File: config.mk
export PLATFORM = sky130hd
export DESIGN_NAME = three_wire_rtc_register_master
export DESIGN_NICKNAME = d
export VERILOG_FILES = /design/src/rtl/twrm_pkg.sv /design/src/rtl/twrm_fifo.sv /design/src/rtl/twrm_front.sv /design/src/rtl/twrm_back.sv /design/src/rtl/three_wire_rtc_register_master.sv
export SDC_FILE = /design/constraint.sdc
export NUM_CORES = 1
export LEC_CHECK = 0
export BUFFER_PORTS_ARGS = -buffer_cell sky130_fd_sc_hd__clkbuf_2
export CORE_UTILIZATION = 35
export DETAILED_ROUTE_END_ITERATION = 12
export PLACE_DENSITY = 0.58
export REMOVE_ABC_BUFFERS = 1
export SLEW_MARGIN = 30
export SYNTH_ARGS = -nofsm -noshare
export SYNTH_HDL_FRONTEND = slang
export SYNTH_SLANG_ARGS = --single-unit
File: constraint.sdc
create_clock -name clk -period 5.15 [get_ports clk]
set_input_delay 1.03 -clock clk [delete_from_list [all_inputs] [get_ports clk]]
set_output_delay 1.03 -clock clk [all_outputs]
set_load 0.005 [all_outputs]
File: src/rtl/twrm_pkg.sv
`timescale 1ns / 1ps
`default_nettype none

package twrm_pkg;

  localparam int UNIT_W = 10;
  localparam logic [UNIT_W-1:0] UNIT_TICKS_RESET = 10'd20;
  localparam int QUEUE_DEPTH = 2;
  localparam int CFG_AW = 3;
  localparam logic REG_UNIT_TICKS = 1'b0;
  localparam logic [7:0] CMD_MARK = 8'h80;
  localparam logic [6:0] BCD_MAX = 7'd99;

  typedef enum logic [2:0] {
    PH_IDLE,
    PH_BEGIN,
    PH_OUT,
    PH_IN,
    PH_END_HOLD,
    PH_END_OFF
  } phase_t;

  // classified word handed from front to back
  typedef struct packed {
    logic       is_tick;
    logic       is_read;
    logic [7:0] cmd;
    logic [7:0] data;
    logic       io_in;
  } item_t;

  typedef struct packed {
    logic       ce_pin;
    logic       sclk_pin;
    logic       io_out;
    logic       io_drive;
    logic       busy_res;
    logic       done_res;
    logic       rejected;
    logic [7:0] read_raw;
    logic [7:0] read_value;
  } res_t;

endpackage

`default_nettype wire

File: src/rtl/twrm_fifo.sv
`timescale 1ns / 1ps
`default_nettype none

module twrm_fifo #(
  parameter int DEPTH = 2,
  parameter type T = logic
) (
  input  wire  clk,
  input  wire  rst,
  input  wire  push,
  input  T     din,
  output logic full,
  input  wire  pop,
  output T     dout,
  output logic empty
);

  localparam int PW = (DEPTH > 1) ? $clog2(DEPTH) : 1;
  localparam int CW = $clog2(DEPTH + 1);

  T               mem [DEPTH];
  logic [PW-1:0]  wr_ptr;
  logic [PW-1:0]  rd_ptr;
  logic [CW-1:0]  count;
  logic           do_push;
  logic           do_pop;

  assign full    = (count == CW'(DEPTH));
  assign empty   = (count == '0);
  assign do_push = push & ~full;
  assign do_pop  = pop & ~empty;
  assign dout    = mem[rd_ptr];

  always_ff @(posedge clk) begin
    if (do_push) begin
      mem[wr_ptr] <= din;
    end
  end

  always_ff @(posedge clk) begin
    if (rst) begin
      wr_ptr <= '0;
      rd_ptr <= '0;
      count  <= '0;
    end else begin
      if (do_push) begin
        wr_ptr <= (wr_ptr == PW'(DEPTH - 1)) ? '0 : wr_ptr + 1'b1;
      end
      if (do_pop) begin
        rd_ptr <= (rd_ptr == PW'(DEPTH - 1)) ? '0 : rd_ptr + 1'b1;
      end
      unique case ({do_push, do_pop})
        2'b10:   count <= count + 1'b1;
        2'b01:   count <= count - 1'b1;
        default: count <= count;
      endcase
    end
  end

endmodule

`default_nettype wire

File: src/rtl/twrm_front.sv
`timescale 1ns / 1ps
`default_nettype none

module twrm_front #(
  parameter int DEPTH = 2
) (
  input  wire             clk,
  input  wire             rst,
  input  wire             push,
  output logic            full,
  input  wire             mode,
  input  wire             is_read,
  input  wire  [4:0]      reg_index,
  input  wire  [6:0]      write_value,
  input  wire             io_in,
  input  wire             q_pop,
  output twrm_pkg::item_t q_item,
  output logic            q_empty
);

  import twrm_pkg::*;

  item_t       item;
  logic [6:0]  val;
  logic [14:0] prod;
  logic [3:0]  tens;
  logic [6:0]  tens_x10;
  logic [3:0]  ones;

  // clamp, then tens = v*205 >> 11 (exact below 180)
  always_comb begin
    val      = (write_value > BCD_MAX) ? BCD_MAX : write_value;
    prod     = 15'(val) * 15'd205;
    tens     = prod[14:11];
    tens_x10 = 7'({tens, 3'b000}) + 7'({tens, 1'b0});
    ones     = 4'(val - tens_x10);
  end

  always_comb begin
    item.is_tick = mode;
    item.is_read = is_read;
    item.cmd     = CMD_MARK | {2'b00, reg_index, is_read};
    item.data    = is_read ? 8'h00 : {tens, ones};
    item.io_in   = io_in;
  end

  twrm_fifo #(
    .DEPTH (DEPTH),
    .T     (item_t)
  ) u_queue (
    .clk   (clk),
    .rst   (rst),
    .push  (push),
    .din   (item),
    .full  (full),
    .pop   (q_pop),
    .dout  (q_item),
    .empty (q_empty)
  );

endmodule

`default_nettype wire

File: src/rtl/twrm_back.sv
`timescale 1ns / 1ps
`default_nettype none

module twrm_back (
  input  wire                        clk,
  input  wire                        rst,
  input  wire  [twrm_pkg::UNIT_W-1:0] unit_ticks,
  input  twrm_pkg::item_t            q_item,
  input  wire                        q_empty,
  output logic                       q_pop,
  output twrm_pkg::res_t             res,
  output logic                       res_push,
  input  wire                        res_full
);

  import twrm_pkg::*;

  phase_t            phase, phase_next;
  logic [2:0]        bit_count, bit_count_next;
  logic              byte_count, byte_count_next;
  logic              clock_half, clock_half_next;
  logic [UNIT_W-1:0] unit_counter, unit_counter_next;
  logic [7:0]        tx_shift, tx_shift_next;
  logic [7:0]        data_byte, data_byte_next;
  logic [7:0]        rx_shift, rx_shift_next;
  logic              read_flag, read_flag_next;
  logic              done, rej;

  logic              fire;
  logic [UNIT_W-1:0] units;
  logic [UNIT_W:0]   cnt_inc;
  logic [3:0]        b4;

  assign fire     = ~q_empty & ~res_full;
  assign q_pop    = fire;
  assign res_push = fire;
  assign units    = (unit_ticks == '0) ? UNIT_W'(1) : unit_ticks;
  assign cnt_inc  = {1'b0, unit_counter} + 1'b1;
  assign b4       = {1'b0, bit_count} + 1'b1;

  // next state
  always_comb begin
    phase_next        = phase;
    bit_count_next    = bit_count;
    byte_count_next   = byte_count;
    clock_half_next   = clock_half;
    unit_counter_next = unit_counter;
    tx_shift_next     = tx_shift;
    data_byte_next    = data_byte;
    rx_shift_next     = rx_shift;
    read_flag_next    = read_flag;
    done              = 1'b0;
    rej               = 1'b0;
    if (!q_item.is_tick) begin
      if (phase != PH_IDLE) begin
        rej = 1'b1;
      end else begin
        read_flag_next    = q_item.is_read;
        tx_shift_next     = q_item.cmd;
        data_byte_next    = q_item.data;
        bit_count_next    = '0;
        byte_count_next   = 1'b0;
        clock_half_next   = 1'b0;
        unit_counter_next = '0;
        phase_next        = PH_BEGIN;
      end
    end else if (phase != PH_IDLE) begin
      if (cnt_inc < {1'b0, units}) begin
        unit_counter_next = cnt_inc[UNIT_W-1:0];
      end else begin
        unit_counter_next = '0;
        unique case (phase)
          PH_BEGIN: begin
            phase_next      = PH_OUT;
            bit_count_next  = '0;
            byte_count_next = 1'b0;
            clock_half_next = 1'b0;
          end
          PH_OUT: begin
            if (!clock_half) begin
              clock_half_next = 1'b1;
            end else begin
              clock_half_next = 1'b0;
              bit_count_next  = b4[2:0];
              if (b4[3]) begin
                bit_count_next = '0;
                if (!byte_count) begin
                  if (read_flag) begin
                    phase_next       = PH_IN;
                    rx_shift_next[0] = q_item.io_in;
                  end else begin
                    byte_count_next = 1'b1;
                    tx_shift_next   = data_byte;
                  end
                end else begin
                  phase_next = PH_END_HOLD;
                end
              end
            end
          end
          PH_IN: begin
            if (!clock_half) begin
              clock_half_next = 1'b1;
            end else begin
              clock_half_next        = 1'b0;
              rx_shift_next[b4[2:0]] = q_item.io_in;
              if (b4 >= 4'd7) begin
                phase_next     = PH_END_HOLD;
                bit_count_next = '0;
              end else begin
                bit_count_next = b4[2:0];
              end
            end
          end
          PH_END_HOLD: phase_next = PH_END_OFF;
          PH_END_OFF: begin
            phase_next = PH_IDLE;
            done       = 1'b1;
          end
          default: phase_next = PH_IDLE;
        endcase
      end
    end
  end

  // result word from the updated state
  always_comb begin
    res          = '0;
    res.busy_res = (phase_next != PH_IDLE);
    res.done_res = done;
    res.rejected = rej;
    res.read_raw = rx_shift_next;
    res.read_value = 8'({rx_shift_next[7:4], 3'b000}) + 8'({rx_shift_next[7:4], 1'b0})
                   + 8'(rx_shift_next[3:0]);
    unique case (phase_next)
      PH_BEGIN: begin
        res.ce_pin   = 1'b1;
        res.io_drive = 1'b1;
      end
      PH_OUT: begin
        res.ce_pin   = 1'b1;
        res.sclk_pin = ~clock_half_next;
        res.io_drive = ~(read_flag_next & ~byte_count_next & (bit_count_next == 3'd7)
                         & clock_half_next);
        res.io_out   = res.io_drive & tx_shift_next[bit_count_next];
      end
      PH_IN: begin
        res.ce_pin   = 1'b1;
        res.sclk_pin = ~clock_half_next;
      end
      PH_END_HOLD: begin
        res.ce_pin   = 1'b1;
        res.io_drive = ~read_flag_next;
      end
      default: res.io_drive = ~read_flag_next;
    endcase
  end

  always_ff @(posedge clk) begin
    if (rst) begin
      phase        <= PH_IDLE;
      bit_count    <= '0;
      byte_count   <= 1'b0;
      clock_half   <= 1'b0;
      unit_counter <= '0;
      tx_shift     <= '0;
      data_byte    <= '0;
      rx_shift     <= '0;
      read_flag    <= 1'b0;
    end else if (fire) begin
      phase        <= phase_next;
      bit_count    <= bit_count_next;
      byte_count   <= byte_count_next;
      clock_half   <= clock_half_next;
      unit_counter <= unit_counter_next;
      tx_shift     <= tx_shift_next;
      data_byte    <= data_byte_next;
      rx_shift     <= rx_shift_next;
      read_flag    <= read_flag_next;
    end
  end

  a_done_idle: assert property (@(posedge clk) disable iff (rst)
    fire && res.done_res |-> !res.busy_res)
    else $error("done reported while still busy");

  a_reject_busy: assert property (@(posedge clk) disable iff (rst)
    fire && res.rejected |-> res.busy_res && (phase_next == phase))
    else $error("reject outside a transaction");

  a_in_is_read: assert property (@(posedge clk) disable iff (rst)
    phase == PH_IN |-> read_flag)
    else $error("receive phase in a write transaction");

  a_data_is_write: assert property (@(posedge clk) disable iff (rst)
    byte_count |-> !read_flag)
    else $error("data byte phase in a read transaction");

endmodule

`default_nettype wire

File: src/rtl/three_wire_rtc_register_master.sv
`timescale 1ns / 1ps
`default_nettype none
// A word passes the input queue and back end into the result queue (empty low).
// Throughput: one word per clock, sustained, as long as results are popped.
// Back end: one word per cycle when not stalled; both queues decouple stalls.
// Reset (rst, synchronous, active high): queues empty, transaction idle,
// shift registers cleared, unit_ticks back to 20.
module three_wire_rtc_register_master #(
  parameter int IN_DEPTH  = twrm_pkg::QUEUE_DEPTH,
  parameter int OUT_DEPTH = twrm_pkg::QUEUE_DEPTH
) (
  input  wire                          clk,
  input  wire                          rst,
  // input queue side
  input  wire                          push,
  output logic                         full,
  input  wire                          mode,
  input  wire                          is_read,
  input  wire  [4:0]                   reg_index,
  input  wire  [6:0]                   write_value,
  input  wire                          io_in,
  // result queue side
  output logic                         empty,
  input  wire                          pop,
  output logic                         ce_pin,
  output logic                         sclk_pin,
  output logic                         io_out,
  output logic                         io_drive,
  output logic                         busy_res,
  output logic                         done_res,
  output logic                         rejected,
  output logic [7:0]                   read_raw,
  output logic [7:0]                   read_value,
  // configuration
  input  wire                          psel,
  input  wire                          penable,
  input  wire                          pwrite,
  input  wire  [twrm_pkg::CFG_AW-1:0]  paddr,
  input  wire  [31:0]                  pwdata,
  output logic [31:0]                  prdata,
  output logic                         pready
);

  import twrm_pkg::*;

  // unit_ticks: timing unit length in tick words (0 behaves as 1)
  logic [UNIT_W-1:0] unit_ticks;
  logic              cfg_wr;
  logic              reg_hit;

  item_t q_item;
  logic  q_empty;
  logic  q_pop;
  res_t  res;
  logic  res_push;
  logic  res_full;
  res_t  res_head;

  assign pready  = 1'b1;
  assign reg_hit = (paddr[CFG_AW-1:2] == REG_UNIT_TICKS);
  assign cfg_wr  = psel & penable & pwrite & pready & reg_hit;
  assign prdata  = reg_hit ? 32'(unit_ticks) : 32'h0;

  always_ff @(posedge clk) begin
    if (rst) begin
      unit_ticks <= UNIT_TICKS_RESET;
    end else if (cfg_wr) begin
      unit_ticks <= pwdata[UNIT_W-1:0];
    end
  end

  // Front: classifies each word and precomputes the command and BCD bytes.
  twrm_front #(
    .DEPTH (IN_DEPTH)
  ) u_front (
    .clk         (clk),
    .rst         (rst),
    .push        (push),
    .full        (full),
    .mode        (mode),
    .is_read     (is_read),
    .reg_index   (reg_index),
    .write_value (write_value),
    .io_in       (io_in),
    .q_pop       (q_pop),
    .q_item      (q_item),
    .q_empty     (q_empty)
  );

  // Back: pin sequencer, one word per cycle when the result queue has room.
  twrm_back u_back (
    .clk        (clk),
    .rst        (rst),
    .unit_ticks (unit_ticks),
    .q_item     (q_item),
    .q_empty    (q_empty),
    .q_pop      (q_pop),
    .res        (res),
    .res_push   (res_push),
    .res_full   (res_full)
  );

  // Result queue: a finished word waits here while the back keeps working.
  twrm_fifo #(
    .DEPTH (OUT_DEPTH),
    .T     (res_t)
  ) u_res_queue (
    .clk   (clk),
    .rst   (rst),
    .push  (res_push),
    .din   (res),
    .full  (res_full),
    .pop   (pop),
    .dout  (res_head),
    .empty (empty)
  );

  assign ce_pin     = res_head.ce_pin;
  assign sclk_pin   = res_head.sclk_pin;
  assign io_out     = res_head.io_out;
  assign io_drive   = res_head.io_drive;
  assign busy_res   = res_head.busy_res;
  assign done_res   = res_head.done_res;
  assign rejected   = res_head.rejected;
  assign read_raw   = res_head.read_raw;
  assign read_value = res_head.read_value;

endmodule

`default_nettype wire
# == Yosys cells after proc, flatten, opt, wreduce, memory -nomap -nowiden ==
# Memory sizes are Yosys's and may differ from the RTL's. A register that Yosys moved wholly into a read port is not among the register bits.
# Cells that the tools add are included.
# word_totals
memories,2
elab_cells,186
latch_bits,0
romBits,0
ram_bits,80
ff_bits,61
# op_classes
bitwise_logic,23
n_shift,0
reduce_logical,13
mul,1
n_addsub,14
n_div,0
muxes,93
n_lt_le_gt_ge,6
n_eq_ne,18
# mem_list
name,depth,width,read_ports,rd_clocked_by_memory_dff,wr,line,text
u_res_queue.mem,2,23,1,1,1,twrm_fifo.sv:21,T mem [DEPTH];
u_front.u_queue.mem,2,17,1,1,1,twrm_fifo.sv:21,
# op_table
cell,n
8-bit 2-to-1 mux,14
10-bit 2-to-1 mux,6
3-bit 2-to-1 mux,18
1-bit 2-to-1 mux,42
7-bit by 8-bit multiplier with 15-bit output (second input constant),1
7-bit 2-to-1 mux,2
1-bit AND,12
3-bit by 2-bit == test with 1-bit output (second input constant),4
3-bit == test (second input constant),4
3-bit one-hot mux with 4 select lines,1
10-bit by 1-bit adder with 11-bit output (second input constant),1
11-bit by 10-bit less-than comparator with 1-bit output,1
1-bit NOT,11
10-bit zero test,1
3-bit one-hot mux with 3 select lines,1
7-bit by 5-bit adder with 8-bit output,1
8-bit by 4-bit adder with 8-bit output,1
8-bit bitwise mux,1
2-bit == test (second input constant),4
3-bit by 4-bit less-than comparator with 1-bit output (second input constant),2
2-bit one-hot mux with 2 select lines,2
7-bit > comparator (second input constant),1
3-bit by 1-bit == test with 1-bit output (second input constant),2
1-bit one-hot mux with 2 select lines,3
other kinds (21),32

# == Longest topological paths before layout ==
# logic_depth
depth_word,15
mapped_depth,20
ltp_nobuf,20

# == Hierarchy ==
# A second synthesis with hierarchy kept.
# hier_totals
hier_cells,787
area_unflattened_um2,8380.5
# modules_own_cells
module,instances,area_per_inst_um2,cells_per_inst
twrm_back,1,3114.2,398
twrm_fifo (u_res_queue),1,1874.3,97
twrm_fifo (u_front.u_queue),1,1589.0,85
twrm_front,1,1112.3,127
three_wire_rtc_register_master,1,690.7,80

# == Worst setup path before layout ==
# Ideal clock, no wire load.
# synth_timing
kind,input-to-reg
start,input port write_value[3]
end,memory u_front.u_queue.mem[0][4] (netlist name) (data pin)
setup_time_ps,262
path_slack_ps,55
cell_stages,19
arrival_ps,4833
required_time_ps,4888
path_cell_list,nor3_1 nor2_1 nor2_1 inv_1 ha_1 ha_1 inv_1 fa_1 inv_1 fa_1 ha_1 a31o_2 a21oi_1 o2111ai_1 xor2_1 ha_1 a21oi_1 xnor2_1 mux2_2
# synth_lines
element,line,text
from (decl),three_wire_rtc_register_master.sv:20,"input wire [6:0] write_value,"
to (decl),twrm_fifo.sv:21,

==> results by group <==
Timing
  – Final setup TNS: 0 ps
  – Hold Vio Cnt, Final: 0
  – Setup violators final: 0
  – Least-Margin Pin Slew: between 700 and 800 ps
  – Worst Hold Slack: between 400 and 500 ps
  – Final Max Tran Viols: 0
  – Max frequency: 205 MHz
  – Clock skew: around 8 ps
  – Slew headroom: between 40% and 50%
  – Final period utilization: 94.8%
  – Minimum clock period: a little under 5000 ps

Finish
  – Nets@finish: around 990
  – Antenna diodes: 0
  – Fillers: roughly 2100
  – Sequential Area: between 3000 and 4000 um^2
  – Final Cell Area: between 9000 and 10000 um^2
  – Multi-input gate area: ~4000 um^2
  – Layout cells sized above 1: a little under a quarter
  – Final Core Density: between 40 and 50%
  – Non-filler cells, final: between 1000 and 1500
  – P&R area growth vs syn: 16.5%

Yosys
  – Gate count of the mapped netlist: 771
  – Synth Area in XOR/XNOR: between 3 and 4%
  – Simple logic cell fraction of the synthesized area: approximately 14%
  – Synth unique cells: 78
  – Post-synthesis compound-gate area fraction: approximately an eighth
  – Post-synthesis register bit count: 139
  – Top_reg_cell synth: edfxtp_1
  – Synth async-reset ratio: 0%
  – Sequential share of the synthesized area: around 44%
  – Post-Syn Area per Cell: between 10 and 15 um^2
  – Synth Area in Adders: roughly an eighth
  – Area share of the largest cell type after synthesis: approximately 29%
  – Post-Syn Area: 7980 um^2
  – Cell accounting for the most synthesized area: edfxtp_1
  – Post-synth EDFFs: 76
  – Top cells by area, synth: edfxtp_1 29%, dfxtp_1 16%, ha_1 9.3%
  – Synth Warn #: 0
  – Dominant combinational cell family by area after synthesis: simple AND/OR/NAND/NOR gates
  – Mux cell area share after synthesis: under 10%

Min path
  – Hold path depth: 2
  – Hold Path Class: reg2reg
  – Min-Delay Endpoint: u_back.rx_shift[2]
  – Origin of the worst min-delay path: u_back.rx_shift[2]

Clock tree
  – CTS tree: yes
  – Worst skew pair latency: 420 ps
  – CTS Sinks: approximately 140
  – Clock transition at the registers of the reported paths: 60 ps
  – CTS Buf Count: 17
  – Hold-fix buffers at CTS: 0
  – Clock tree buffer depth: 2
  – Clk root buf: clkbuf_16
  – # H-tree levels: 4

Power and ir drop
  – Leakage: just under 4 nW
  – Maximum vdd drop: around 0.00026 V
  – Power Density: 483 nW/um^2

Setup path
  – FF-to-FF End: u_res_queue.mem[1][7]
  – Reg-to-reg slack, setup: ~270 ps
  – Crit end category: flip-flop
  – Critical path class: reg2reg
  – CP Data Required Time: 5320 ps
  – Critical Path AT: slightly above 5000 ps
  – Worst-path maximum fanout: 3
  – Worst reg-to-reg path cell count: 20
  – CP startpoint kind: flip-flop
  – R2R Path Start: u_back.unit_counter[1]

Route
  – Initial DRC count: 273
  – DRC: 0
  – 1st-pass router iterations: 4
  – Routed len/inst: roughly 14 um
  – Vias: about 5700
  – Antenna-violating nets left: 0
  – Final wirelength: between 15000 and 20000 um
  – Vias per cell: 4.91

Die
  – Initial Util: between 30% and 40%
  – Row count: 54
  – IO Pins: around 120
  – Area of the die: 23400 um^2
  – Die W: between 150 and 200 um
  – Core footprint: between 20000 and 25000 um^2
  – Die H: 153 um

Global routing
  – Largest net degree at the start of global routing: 30
  – Initial antenna violation count: 0
  – Grt ovf: 0
  – Global-route wire length before repair: about 27000 um
  – GRT Total Usage: 14.2%
  – Vias in the first global route: around 5500

Run
  – Max_cap viols: 0

Placed design
  – RD Place Congestion: around 0.88
  – Port Buffers: 67
  – Placed inst area: 8660 um^2
  – Post-DP HPWL: roughly 11000 um
  – Placed Cells: ~1100

Status
  – Status: finished, final reports clean
placed cells by master, fill, tap and decap left out, drive strengths merged, types with 7 or more instances in the layout:
master,n
a211oi,21
mux2,31
mux2i,22
nor3,12
nand2,68
buf,38
and2,8
nand3b,9
clkbuf,88
xor2,13
nor2,88
a21o,7
edfxtp,76
ha,59
o21ai,19
inv,52
conb,23
xnor2,16
dfxtp,63
nand3,8
a22oi,10
fa,10
nand4,8
a21oi,38
layer usage:
metal | part of all wire, % | GRT usage [%] | vias up
met2 | 49 | 24.5 | 126
met1 | 46 | 17.1 | 2637
met4 | 1.6 | 5.82 | 0
met3 | 3.6 | 3.20 | 14
met5 | 0 | 0 | -
li1 | - | - | 2883
state kept, by name (all words and copies together) (netlist names), named ones only:
register,count
u_back.data_byte,8
u_front.u_queue.wr_ptr,1
u_back.tx_shift,8
u_back.rx_shift,8
u_res_queue.wr_ptr,1
u_res_queue.count,2
u_front.u_queue.mem,32
u_res_queue.mem,44
u_back.byte_count,1
u_front.u_queue.rd_ptr,1
u_back.unit_counter,10
u_front.u_queue.count,2
u_back.bit_count,3
u_res_queue.rd_ptr,1
u_back.read_flag,1
unit_ticks,10
u_back.clock_half,1
u_back.phase,3
final cells by class:
class,count,area share [%]
inverter,51,2.06
multi-input combinational,546,43.0
timing repair buffer,105,6.67
clock inverter,11,1.55
clock buffer,21,4.84
sequential,139,38.1
tap,280,3.77
through the flow:
step | setup slack, ps | power [W]
finish | 268 | 0.00449
CTS | 76.3 | 0.00452
detailed placement | -223 | 0.00327
global route | -23.4 | 0.00480
floorplan | 55.0 | 0.00274
global placement | -223 | 0.00324
worst max path at each step:
| stage | from | end | slack (ps) | cells past startpoint |
|---|---|---|---|---|
| after detailed placement | write_value[6] | u_front.u_queue.mem[1][4] | -220 | 16 |
| after CTS | u_back.unit_counter[0] | u_res_queue.mem[1][7] | 80 | 20 |
| after floorplan | write_value[3] | u_front.u_queue.mem[0][4] | 60 | 19 |
| after global routing | write_value[6] | u_front.u_queue.mem[1][4] | -20 | 20 |
| after global placement | write_value[6] | u_front.u_queue.mem[1][4] | -220 | 16 |
| final | u_back.unit_counter[1] | u_res_queue.mem[1][7] | 270 | 20 |
cell usage after synthesis (12+ instances only):
cell       n
a211oi_1  20
a21oi_1   37
buf_4     24
clkbuf_1  20
dfxtp_1   63
edfxtp_1  76
ha_1      59
inv_1     50
mux2_2    31
mux2i_1   21
nand2_1   67
nor2_1    87
nor3_1    12
o21ai_0   13
xnor2_1   16
xor2_1    13
worst max-delay path, stage by stage, from the launching register on:
cell	delay (ps)
dfxtp_1	360
nand3_1	100
or2_2	320
nor3_2	140
xor2_1	240
ha_1	200
and3_4	210
nor4b_4	230
a32oi_2	210
a211oi_4	340
nand4_2	140
or3_1	410
mux2i_2	180
fa_1	550
inv_1	70
ha_1	310
a21o_1	180
a21oi_1	190
inv_1	80
a21oi_2	130
nor2_1	70
logic make-up (layout without fill, tap and decap cells):
logic type / count (synthesis) / count (layout)
other cells: 2 / 23
mux: 53 / 53
simple gates: 236 / 236
fa+ha+maj: 69 / 69
compound gates: 136 / 136
buf+inv: 107 / 188
flops: 139 / 139
xor+xnor: 29 / 29
report_power, final:
part           internal (W)  switching [W]  total [W]
Clock              0.000773       0.000458    0.00123
Combinational      0.000696       0.000886    0.00158
Sequential          0.00151       0.000173    0.00168
Total               0.00297        0.00152    0.00449
what timing repair did:
action                                  4_1_cts  5_1_grt
setup buffers                                 0        2
endpoints found under the setup margin        0        8
endpoints found under the hold margin         0        0
resized for setup                             0        9
Power figures use the tool's default switching activity.
